<file path="src/rtl/core/assert_macros.svh">
// Assertion macros shared by the RTL that checks itself.
// Depends on a clock named aclk and an active-low reset named aresetn in scope.
`ifndef ASSERT_MACROS_SVH
`define ASSERT_MACROS_SVH

// Condition that holds at every clock edge outside reset.
`define PLID_ASSERT(lbl, cond) \
    lbl: assert property (@(posedge aclk) disable iff (!aresetn) (cond)) \
        else $error("assertion failed");

// Consequence checked by non-overlapping implication from the antecedent.
`define PLID_ASSERT_NEXT(lbl, ante, cons) \
    lbl: assert property (@(posedge aclk) disable iff (!aresetn) (ante) |=> (cons)) \
        else $error("assertion failed");

`endif

</file>
<file path="src/rtl/core/plid_pkg.sv">
// Shared types, sizes and helpers for the positional list block.
// No dependencies.
package plid_pkg;

    localparam int DEPTH  = 64;
    localparam int WIDTH  = 32;
    localparam int ADDR_W = $clog2(DEPTH);
    localparam int CNT_W  = $clog2(DEPTH + 1);

    localparam int KIND_W = 2;
    localparam int POS_W  = 7;
    localparam int VAL_W  = 32;
    localparam int STAT_W = 2;
    localparam int CMP_W  = (CNT_W > POS_W) ? CNT_W : POS_W;

    localparam int S_TDATA_W = 40;
    localparam int M_TDATA_W = 48;
    localparam int M_PAD_W   = M_TDATA_W - VAL_W - POS_W - STAT_W;

    typedef logic [WIDTH-1:0] word_t;

    typedef enum logic [KIND_W-1:0] {
        KIND_INSERT = 2'd0,
        KIND_DELETE = 2'd1,
        KIND_READ   = 2'd2
    } kind_t;

    typedef enum logic [STAT_W-1:0] {
        STATUS_OK    = 2'd0,
        STATUS_FULL  = 2'd1,
        STATUS_RANGE = 2'd2
    } status_t;

    typedef enum logic [1:0] {
        ST_IDLE,
        ST_SWEEP,
        ST_PLACE,
        ST_DONE
    } state_t;

    typedef struct packed {
        kind_t                    kind;
        logic [POS_W-1:0]         position;
        logic signed [VAL_W-1:0]  value;
    } req_t;

    typedef struct packed {
        logic signed [VAL_W-1:0]  read_value;
        logic [POS_W-1:0]         count;
        status_t                  status;
    } res_t;

    function automatic logic [VAL_W-1:0] word_to_field(word_t w);
        logic signed [63:0] t;
        t = 64'(signed'(w));
        return t[VAL_W-1:0];
    endfunction

    function automatic word_t field_to_word(logic signed [VAL_W-1:0] v);
        logic signed [63:0] t;
        t = 64'(v);
        return t[WIDTH-1:0];
    endfunction

endpackage

</file>
<file path="src/rtl/core/positional_list_insert_delete.sv">
// Top level; depends on plid_pkg, plid_engine and assert_macros.svh.
// Insert sweeps the entries from position to the end, then places the value; append places it
// directly; delete sweeps from position to the end; read fetches one entry; a refused request goes
// straight to the result. The store sweep moves one entry per cycle. One request in work at a time:
// the next is taken once the beat is in the output register, where the beat may wait meanwhile.
// Reset: synchronous, active low; clears the count and all handshake state. Store is not reset.
`include "assert_macros.svh"

module positional_list_insert_delete (
    input  logic                            aclk,
    input  logic                            aresetn,
    input  logic                            s_tvalid,
    output logic                            s_tready,
    input  logic [plid_pkg::S_TDATA_W-1:0]  s_tdata,  // position[6:0], value[38:7], zero
    input  logic [plid_pkg::KIND_W-1:0]     s_tuser,  // kind[1:0]
    output logic                            m_tvalid,
    input  logic                            m_tready,
    output logic [plid_pkg::M_TDATA_W-1:0]  m_tdata   // read_value[31:0], count[38:32],
                                                      // status[40:39], zero
);

    plid_pkg::req_t req;
    plid_pkg::res_t res;
    logic           res_valid;
    logic           res_take;

    logic           m_tvalid_reg, m_tvalid_next;
    plid_pkg::res_t m_res_reg, m_res_next;

    assign req.kind     = plid_pkg::kind_t'(s_tuser);
    assign req.position = s_tdata[plid_pkg::POS_W-1:0];
    assign req.value    = s_tdata[plid_pkg::POS_W+plid_pkg::VAL_W-1:plid_pkg::POS_W];

    plid_engine u_engine (
        .aclk      (aclk),
        .aresetn   (aresetn),
        .req_valid (s_tvalid),
        .req_ready (s_tready),
        .req       (req),
        .res_valid (res_valid),
        .res_take  (res_take),
        .res       (res)
    );

    // output register
    always_comb begin
        res_take      = res_valid && (!m_tvalid_reg || m_tready);
        m_tvalid_next = m_tvalid_reg;
        m_res_next    = m_res_reg;
        if (res_take) begin
            m_tvalid_next = 1'b1;
            m_res_next    = res;
        end else if (m_tready) begin
            m_tvalid_next = 1'b0;
        end
    end

    always_ff @(posedge aclk) begin
        if (!aresetn) begin
            m_tvalid_reg <= 1'b0;
        end else begin
            m_tvalid_reg <= m_tvalid_next;
        end
    end

    always_ff @(posedge aclk) begin
        m_res_reg <= m_res_next;
    end

    assign m_tvalid = m_tvalid_reg;
    assign m_tdata  = {{plid_pkg::M_PAD_W{1'b0}}, m_res_reg.status, m_res_reg.count,
                       m_res_reg.read_value};

    `PLID_ASSERT_NEXT(a_busy_after_accept, s_tvalid && s_tready, !s_tready)
    `PLID_ASSERT(a_full_means_depth,
        !(m_tvalid_reg && m_res_reg.status == plid_pkg::STATUS_FULL) ||
        (m_res_reg.count == plid_pkg::POS_W'(plid_pkg::DEPTH)))
    `PLID_ASSERT(a_refused_reads_zero,
        !(m_tvalid_reg && m_res_reg.status != plid_pkg::STATUS_OK) ||
        (m_res_reg.read_value == '0))
    `PLID_ASSERT(a_count_bound,
        !m_tvalid_reg ||
        (plid_pkg::CMP_W'(m_res_reg.count) <= plid_pkg::CMP_W'(plid_pkg::DEPTH)))

endmodule

</file>
<file path="src/rtl/core/plid_engine.sv">
// List store and sequencer: a sweep that reads one entry per cycle and writes it back on insert/delete.
// Depends on plid_pkg.
module plid_engine (
    input  logic            aclk,
    input  logic            aresetn,
    input  logic            req_valid,
    output logic            req_ready,
    input  plid_pkg::req_t  req,
    output logic            res_valid,
    input  logic            res_take,
    output plid_pkg::res_t  res
);

    plid_pkg::word_t mem [plid_pkg::DEPTH];

    plid_pkg::state_t                state_reg, state_next;
    plid_pkg::kind_t                 op_kind_reg, op_kind_next;
    logic [plid_pkg::CNT_W-1:0]      op_pos_reg, op_pos_next;
    plid_pkg::word_t                 op_word_reg, op_word_next;
    logic [plid_pkg::CNT_W-1:0]      count_reg, count_next;
    logic [plid_pkg::CNT_W-1:0]      ptr_reg, ptr_next;
    logic [plid_pkg::CNT_W-1:0]      left_reg, left_next;
    logic                            pend_reg, pend_next;
    logic                            pend_cap_reg, pend_cap_next;
    logic [plid_pkg::ADDR_W-1:0]     pend_addr_reg, pend_addr_next;
    logic [plid_pkg::VAL_W-1:0]      res_value_reg, res_value_next;
    plid_pkg::status_t               res_status_reg, res_status_next;
    plid_pkg::word_t                 rd_data_reg;

    logic                            rd_en, wr_en;
    logic [plid_pkg::ADDR_W-1:0]     rd_addr, wr_addr;
    plid_pkg::word_t                 wr_data;

    logic [plid_pkg::CMP_W-1:0]      pos_ext, cnt_ext;
    plid_pkg::status_t               req_status;
    logic                            req_bad;

    assign pos_ext = plid_pkg::CMP_W'(req.position);
    assign cnt_ext = plid_pkg::CMP_W'(count_reg);

    always_comb begin
        req_status = plid_pkg::STATUS_OK;
        case (req.kind)
            plid_pkg::KIND_INSERT: begin
                if (cnt_ext == plid_pkg::CMP_W'(plid_pkg::DEPTH)) begin
                    req_status = plid_pkg::STATUS_FULL;
                end else if (pos_ext > cnt_ext) begin
                    req_status = plid_pkg::STATUS_RANGE;
                end
            end
            plid_pkg::KIND_DELETE, plid_pkg::KIND_READ: begin
                if (pos_ext >= cnt_ext) begin
                    req_status = plid_pkg::STATUS_RANGE;
                end
            end
            default: req_status = plid_pkg::STATUS_RANGE;
        endcase
        req_bad = (req_status != plid_pkg::STATUS_OK);
    end

    // next state
    always_comb begin
        state_next = state_reg;
        case (state_reg)
            plid_pkg::ST_IDLE: begin
                if (req_valid) begin
                    if (req_bad) begin
                        state_next = plid_pkg::ST_DONE;
                    end else if (req.kind == plid_pkg::KIND_INSERT && pos_ext == cnt_ext) begin
                        state_next = plid_pkg::ST_PLACE;
                    end else begin
                        state_next = plid_pkg::ST_SWEEP;
                    end
                end
            end
            plid_pkg::ST_SWEEP: begin
                if (left_reg == '0) begin
                    state_next = (op_kind_reg == plid_pkg::KIND_INSERT) ?
                                 plid_pkg::ST_PLACE : plid_pkg::ST_DONE;
                end
            end
            plid_pkg::ST_PLACE: state_next = plid_pkg::ST_DONE;
            plid_pkg::ST_DONE: begin
                if (res_take) begin
                    state_next = plid_pkg::ST_IDLE;
                end
            end
            default: state_next = plid_pkg::ST_IDLE;
        endcase
    end

    // handshake outputs
    always_comb begin
        req_ready = (state_reg == plid_pkg::ST_IDLE);
        res_valid = (state_reg == plid_pkg::ST_DONE);
    end

    assign res.read_value = res_value_reg;
    assign res.count      = plid_pkg::POS_W'(count_reg);
    assign res.status     = res_status_reg;

    // datapath and store access
    always_comb begin
        op_kind_next    = op_kind_reg;
        op_pos_next     = op_pos_reg;
        op_word_next    = op_word_reg;
        count_next      = count_reg;
        ptr_next        = ptr_reg;
        left_next       = left_reg;
        pend_next       = pend_reg;
        pend_cap_next   = pend_cap_reg;
        pend_addr_next  = pend_addr_reg;
        res_value_next  = res_value_reg;
        res_status_next = res_status_reg;
        rd_en           = 1'b0;
        wr_en           = 1'b0;
        rd_addr         = ptr_reg[plid_pkg::ADDR_W-1:0];
        wr_addr         = pend_addr_reg;
        wr_data         = rd_data_reg;
        case (state_reg)
            plid_pkg::ST_IDLE: begin
                if (req_valid) begin
                    op_kind_next    = req.kind;
                    op_pos_next     = plid_pkg::CNT_W'(req.position);
                    op_word_next    = plid_pkg::field_to_word(req.value);
                    res_value_next  = '0;
                    res_status_next = req_status;
                    pend_next       = 1'b0;
                    left_next       = plid_pkg::CNT_W'(cnt_ext - pos_ext);
                    if (req.kind == plid_pkg::KIND_INSERT) begin
                        ptr_next = count_reg - plid_pkg::CNT_W'(1);
                    end else begin
                        ptr_next = plid_pkg::CNT_W'(req.position);
                        if (req.kind == plid_pkg::KIND_READ) begin
                            left_next = plid_pkg::CNT_W'(1);
                        end
                    end
                end
            end
            plid_pkg::ST_SWEEP: begin
                if (pend_reg) begin
                    if (pend_cap_reg) begin
                        res_value_next = plid_pkg::word_to_field(rd_data_reg);
                    end else begin
                        wr_en = 1'b1;
                    end
                end
                if (left_reg != '0) begin
                    rd_en         = 1'b1;
                    pend_next     = 1'b1;
                    left_next     = left_reg - plid_pkg::CNT_W'(1);
                    pend_cap_next = (op_kind_reg != plid_pkg::KIND_INSERT) &&
                                    (ptr_reg == op_pos_reg);
                    if (op_kind_reg == plid_pkg::KIND_INSERT) begin
                        pend_addr_next = plid_pkg::ADDR_W'(ptr_reg + plid_pkg::CNT_W'(1));
                        ptr_next       = ptr_reg - plid_pkg::CNT_W'(1);
                    end else begin
                        pend_addr_next = plid_pkg::ADDR_W'(ptr_reg - plid_pkg::CNT_W'(1));
                        ptr_next       = ptr_reg + plid_pkg::CNT_W'(1);
                    end
                end else begin
                    pend_next = 1'b0;
                    if (op_kind_reg == plid_pkg::KIND_DELETE) begin
                        count_next = count_reg - plid_pkg::CNT_W'(1);
                    end
                end
            end
            plid_pkg::ST_PLACE: begin
                wr_en      = 1'b1;
                wr_addr    = op_pos_reg[plid_pkg::ADDR_W-1:0];
                wr_data    = op_word_reg;
                count_next = count_reg + plid_pkg::CNT_W'(1);
            end
            default: ;
        endcase
    end

    always_ff @(posedge aclk) begin
        if (wr_en) begin
            mem[wr_addr] <= wr_data;
        end
        if (rd_en) begin
            rd_data_reg <= mem[rd_addr];
        end
    end

    always_ff @(posedge aclk) begin
        if (!aresetn) begin
            state_reg <= plid_pkg::ST_IDLE;
            count_reg <= '0;
            pend_reg  <= 1'b0;
        end else begin
            state_reg <= state_next;
            count_reg <= count_next;
            pend_reg  <= pend_next;
        end
    end

    always_ff @(posedge aclk) begin
        op_kind_reg    <= op_kind_next;
        op_pos_reg     <= op_pos_next;
        op_word_reg    <= op_word_next;
        ptr_reg        <= ptr_next;
        left_reg       <= left_next;
        pend_cap_reg   <= pend_cap_next;
        pend_addr_reg  <= pend_addr_next;
        res_value_reg  <= res_value_next;
        res_status_reg <= res_status_next;
    end

endmodule

</file>
<file path="config.mk">
export PLATFORM = sky130hd
export DESIGN_NAME = positional_list_insert_delete
export DESIGN_NICKNAME = d
export VERILOG_FILES = /design/src/rtl/core/plid_pkg.sv /design/src/rtl/core/positional_list_insert_delete.sv /design/src/rtl/core/plid_engine.sv
export VERILOG_INCLUDE_DIRS = /design/src /design/src/rtl/core
export SDC_FILE = /design/constraint.sdc
export NUM_CORES = 2
export LEC_CHECK = 0
export BUFFER_PORTS_ARGS = -buffer_cell sky130_fd_sc_hd__buf_2
export CORE_MARGIN = 10
export CORE_UTILIZATION = 30
export DETAILED_ROUTE_END_ITERATION = 16
export PLACE_DENSITY = 0.5
export SYNTH_ARGS = -nofsm -noshare
export SYNTH_HDL_FRONTEND = slang
export SYNTH_SLANG_ARGS = --single-unit
</file>
<file path="constraint.sdc">
create_clock -name aclk -period 3.9 [get_ports aclk]
set_clock_uncertainty 0.15 [all_clocks]
set_input_delay 0.195 -clock aclk [delete_from_list [all_inputs] [get_ports aclk]]
set_output_delay 0.195 -clock aclk [all_outputs]
set_load 0.005 [all_outputs]
</file>
-- Yosys cells after proc, flatten, opt, wreduce, memory -nomap -nowiden
Memory sizes are Yosys's and may differ from the RTL's. A register that Yosys moved wholly into a read port is not among the register bits.
Index checks and enable logic that the tools add are counted.
- output and inout bits: 50
- ROM bits: 0
- latch bits: 0
- RAM bits: 2048
- word-level logic and storage cells: 107
- memories: 1
- register bits after elaboration: 148
- $add $sub $neg: 6
- shift-type cells: 0
- reductions and logical operators: 23
- equality and inequality tests: 17
- div/mod/pow operators: 0
- mux-type cells: 42
- bitwise logic cells: 0
- magnitude comparators: 2
- multiply operators: 0
- memories (memory ; words ; bits a word ; read ports ; clocked after memory_dff ; wr ports ; RTL line ; RTL):
    u_engine.mem ; 64 ; 32 ; 1 ; 1 ; 1 ; plid_engine.sv:14 ; plid_pkg::word_t mem [plid_pkg::DEPTH];
- operators by type and width (cell ; count):
    32-bit two-way mux ; 4
    7-bit two-way mux ; 10
    32-bit case mux with 2 select lines ; 1
    7-bit case mux with 2 select lines ; 3
    7-bit by 1-bit subtractor with 7-bit output (second input constant) ; 3
    2-bit two-way mux ; 8
    7-bit by 1-bit adder with 7-bit output (second input constant) ; 2
    7-bit == test ; 2
    6-bit two-way mux ; 2
    2-bit by 1-bit != test with 1-bit output (second input constant) ; 6
    1-bit two-way mux ; 10
    2-bit nonzero test ; 5
    3-bit AND reduction ; 3
    2-bit case mux with 4 select lines ; 1
    7-bit == test (second input constant) ; 1
    7-bit greater-or-equal comparator ; 1
    7-bit greater-than comparator ; 1
    7-bit zero test ; 1
    7-bit nonzero test ; 1
    7-bit subtractor ; 1
    2-bit by 1-bit == test with 1-bit output (second input constant) ; 3
    2-bit == test (second input constant) ; 3
    2-bit zero test ; 3
    2-bit AND reduction ; 3
    other kinds (8) ; 12

-- Logic depth before layout (Yosys ltp)
- depth in word-level cells: 8
- gate-level depth with buffers: 10
- gate-level depth less buffers: 9

-- By module
From an unflattened synthesis, not the netlist that was laid out.
- cells, all modules: 3765
- area, all modules: 85256.8 µm²
- by module, submodules not included (module ; area an instance (µm²) ; times used ; cells each):
    plid_engine ; 83921.7 ; 1 ; 3712
    positional_list_insert_delete ; 1335.0 ; 1 ; 53

-- Worst setup path before layout
No wires, ideal clock.
- kind: reg2reg
- from: register u_engine.state_reg[0]
- to: memory u_engine.mem[12][0] in the netlist's numbering (enable)
- data required time: 3329 ps
- period minus slack after synthesis: 3666 ps
- path buffers: 1
- data arrival time: 3095 ps
- stages on the path, launching flop included: 7
- setup slack: 234 ps
- path through: dfxtp_1 > inv_1 > ha_1 > buf_1 > mux2i_1 > nand3_1 > nor2_1
- word-level cells in the longest chain between the ends: 4
- ends and longest elaborated chain (what ; RTL line ; RTL):
    start, declared ; plid_engine.sv:16 ; plid_pkg::state_t state_reg, state_next;
    start signal, assigned ; plid_engine.sv:189 ; state_reg <= plid_pkg::ST_IDLE;
    start signal, assigned ; plid_engine.sv:193 ; state_reg <= state_next;
    2-bit == test / 2-bit by 1-bit == test with 1-bit output (equally long branches) ; plid_engine.sv:120 ; case (state_reg)
    1-bit case mux with 2 select lines ; plid_engine.sv:120 ;
    1-bit two-way mux ; plid_engine.sv:179 ; if (wr_en) begin
    1-bit two-way mux (not written as such) ; plid_engine.sv:180 ; mem[wr_addr] <= wr_data;
    end, declared ; plid_engine.sv:14 ;
Parallel ways exist; a longest one is shown, timed or not.

-- Worst setup path after layout
- from: register u_engine.state_reg[0]
- to: memory u_engine.mem[62][17] in the netlist's numbering (enable)
Same word-level chain as after synthesis.

==> out/qor.csv <==
stage,metric,value,unit
routing,TritonRoute pass-1 iters,5,
placement,Final GP Congestion,0.792,
layout,"commonest non-fill, non-tap cell in the layout",edfxtp_1,
sta,post-route setup TNS,0,ns
power_and_ir_drop,P_leak,32.5,nW
synthesis,largest area contributor in the netlist,edfxtp_1,
sta,period utilisation layout,87.7,%
sta,fin crit period,3.42,ns
sta,Slew headroom,26.8,%
sta,final setup vio count,0,
min_path,worst hold path depth,6,
worst_setup_path,CP Capture Type,flop,
grt,GR Util All Layers,15.4,%
worst_setup_path,CP Cell Sequence,"inv_1, ha_4, buf_4, nand2_1, o21ai_0, nand3_1, buf_4, nor2_4, buf_4",
synthesis,Async SR Flop Fraction,0,%
die,die area,0.310,mm2
layout,fin cells,8674,
run_status,status,finished clean,
power_and_ir_drop,PwrDens,784,mW/mm2
min_path,type of the worst min-delay path,in2reg,
sta,Least-Margin Pin Slew,1.10,ns
grt,initial antenna violation count,11,
worst_setup_path,FF-to-FF End,u_engine.mem[62][17]$_DFFE_PP_,
clock_tree,root buf cell,clkbuf_16,
synthesis,Main synth FF type,edfxtp_1,
synthesis,Post-synth EDFFs,2217,
clock_tree,cts repair resizes,0,
worst_setup_path,slowest CP cell,buf_4,
clock_tree,Longest Clk Path Bufs,4,
layout,most frequent cells in the layout,"edfxtp_1 (2217), mux2i_1 (362), mux4_2 (348), clkbuf_16 (229), buf_4 (219)",
layout,area grow syn2layout,17.8,%
clock_tree,CTS buffer count,229,
synthesis,"FF+latch count, synth",2228,
routing,DRC violations left,0,
layout,max reg flops,2048,
die,Initial Utilization,30.1,%
worst_setup_path,r2r setup slk,0.48,ns
synthesis,post-synth top area share,77.0,%
grt,vias in the first global route,44800,
die,boundary pin count,96,
power_and_ir_drop,total power,79.9,mW
routing,vias post-DR,44200,
power_and_ir_drop,Worst IR Drop VDD,0.464,mV
sta,max-slew violations,0,
worst_setup_path,reg2reg path depth,9,
routing,final wirelength,247000,um
placement,dpl cells,8183,
die,area of the core,0.287,mm2
clock_tree,H-tree level count,4,
die,die height,557,um
min_path,hold_sp,s_tvalid,
die,Die W,557,um
synthesis,Synth area leaders,"edfxtp_1 (77%), mux4_2 (9.1%), mux2i_1 (4.2%)",
worst_setup_path,CP dominant cell by count,buf_4,
routing,Routed met1 length,111000,um
sta,RSZ-0062 raised after global routing,false,
die,Rows,197,
synthesis,Ys Warns,0,
routing,"antenna viol nets, final",0,
routing,first-iteration detailed-routing DRC count,4638,
clock_tree,clk sinks,2228,
min_path,hold endpoint,u_engine.pend_reg$_SDFFE_PN0P_,
sta,Final Hold Vio Count,0,
worst_setup_path,Worst Setup Start Kind,flop,
clock_tree,TritonCTS clock tree,done,
routing,DR WL/cell,28.5,um
layout,Largest Register,u_engine.mem,
sta,Max Freq,292,MHz
synthesis,Mapped Cells,4256,
worst_setup_path,worst stage delay on the critical path,0.58,ns
grt,first-pass GRT wire length,347000,um
worst_setup_path,r2r startpoint,u_engine.state_reg[0]$_SDFFE_PN0P_,
worst_setup_path,Required @ worst endpoint,4.22,ns
clock_tree,clock latency on the worst-skew pair,0.89,ns
routing,Via density,5.10,
synthesis,mean post-synth cell area,20.3,um2
layout,Post-layout nets,4789,
worst_setup_path,data arrival time of the worst path,3.74,ns
routing,top routing layer in use,met5,
layout,fraction of layout cells with a size suffix above 1,23.5,%
routing,wire length on met2,115000,um
synthesis,post-synthesis sequential area ratio,77.3,%
worst_setup_path,worst-path maximum fanout,32,
grt,grt ovf,0,
grt,pin count of the biggest net entering global routing,68,
worst_setup_path,crit path kind,reg2reg,
synthesis,cell area after synthesis,0.0864,mm2
flow_run,max-cap viol count,0,
routing,routed wl met3,16300,um
synthesis,post-synth cell types,75,
placement,port buffer count,87,
clock_tree,Clock transition at path regs,0.06,ns
placement,Post-DP HPWL,145000,um
## how the worst max path moves through the flow
stage | startpoint | end | slack (ns)
6_report | u_engine.state_reg[0]$_SDFFE_PN0P_ | u_engine.mem[62][17]$_DFFE_PP_ | 0.48
5_1_grt | u_engine.state_reg[0]$_SDFFE_PN0P_ | u_engine.mem[62][17]$_DFFE_PP_ | 0.36
4_1_cts | u_engine.state_reg[0]$_SDFFE_PN0P_ | u_engine.mem[62][20]$_DFFE_PP_ | 0.49
3_5_place_dp | u_engine.state_reg[0]$_SDFFE_PN0P_ | u_engine.mem[62][11]$_DFFE_PP_ | 0.55
3_3_place_gp | u_engine.state_reg[0]$_SDFFE_PN0P_ | u_engine.mem[62][23]$_DFFE_PP_ | 0.58
2_1_floorplan | u_engine.state_reg[0]$_SDFFE_PN0P_ | u_engine.mem[12][0]$_DFFE_PP_ | 0.23
## synth_stat cells (10+ instances only)
master / instances
mux4_2: 348
buf_1: 17
buf_4: 37
a21oi_1: 101
buf_2: 76
dfxtp_1: 11
a221oi_1: 71
nor2_1: 93
o211ai_1: 28
a221o_1: 17
o2111ai_1: 20
a22oi_1: 101
mux2i_1: 362
clkbuf_1: 86
nand4_1: 33
xnor2_1: 23
buf_6: 19
o21ai_1: 17
inv_1: 28
o21ai_0: 55
o31ai_1: 16
nor2b_1: 10
o211a_1: 20
edfxtp_1: 2217
mux2_2: 35
ha_1: 20
and2_1: 37
nand2_1: 145
a31oi_1: 30
nand3_1: 77
## power breakdown
group	switching [mW]	total, mW	internal, mW	leakage [nW]
clock	9.10	20.9	11.8	3.37
combinational	17.3	26.2	8.89	9.10
sequential	0.675	32.8	32.1	20.1
## per-stage QoR
step	worst slack, ns	area, um2	hold WS (ns)	util (%)
after global placement	0.584	94000	0.223	32.7
after detailed placement	0.555	94000	0.223	32.7
after global routing	0.358	102000	0.148	35.4
after floorplan	0.234	86500	0.144	-
after CTS	0.492	102000	0.0682	35.4
final	0.478	102000	0.129	35.4
## worst max-delay path, delay by kind of cell (launching register included)
kind	cells	cell delay, ns
buf+inv	4	1.32
compound gates	1	0.47
simple gates	3	0.36
flops	1	0.33
fa+ha+maj	1	0.28
## cell families (layout without fill, tap and decap cells)
logic type	Yosys count	count (layout)	share of synthesized area [%]
and+or+nand+nor	435	435	2.36
muxes	745	745	13.7
AOI/OAI and AO/OA	522	522	4.32
adders and majority gates	21	21	0.313
other	1	11	0.00434
xor gates and xnor gates	32	32	0.324
buffers and inverters	272	899	1.69
DFF	2228	2228	77.3
## layout make-up
cell class	instances	area, um2
Tap cell	3781	4730
Clock inverter	116	1000
Timing Repair Buffer	470	4470
Inverter	31	116
Sequential cell	2228	66800
Clock buffer	282	5930
Antenna cell	4	10.0
Multi-Input combinational cell	1762	18800
Fill cell	26700	186000
## layer usage
| layer | up-vias | global-route usage [%] |
|---|---|---|
| met5 | - | 0 |
| li1 | 18600 | - |
| met3 | 302 | 2.82 |
| met4 | 2 | 3.19 |
| met2 | 1385 | 24.6 |
| met1 | 23900 | 22.2 |
## what timing repair did
action | in CTS | in global routing
endpoints found under the setup margin | 0 | 0
endpoints found under the hold margin | 95 | 0
hold buffers | 89 | 0
setup buffers | 0 | 0
Note: power is estimated with default switching activity, not from simulation.
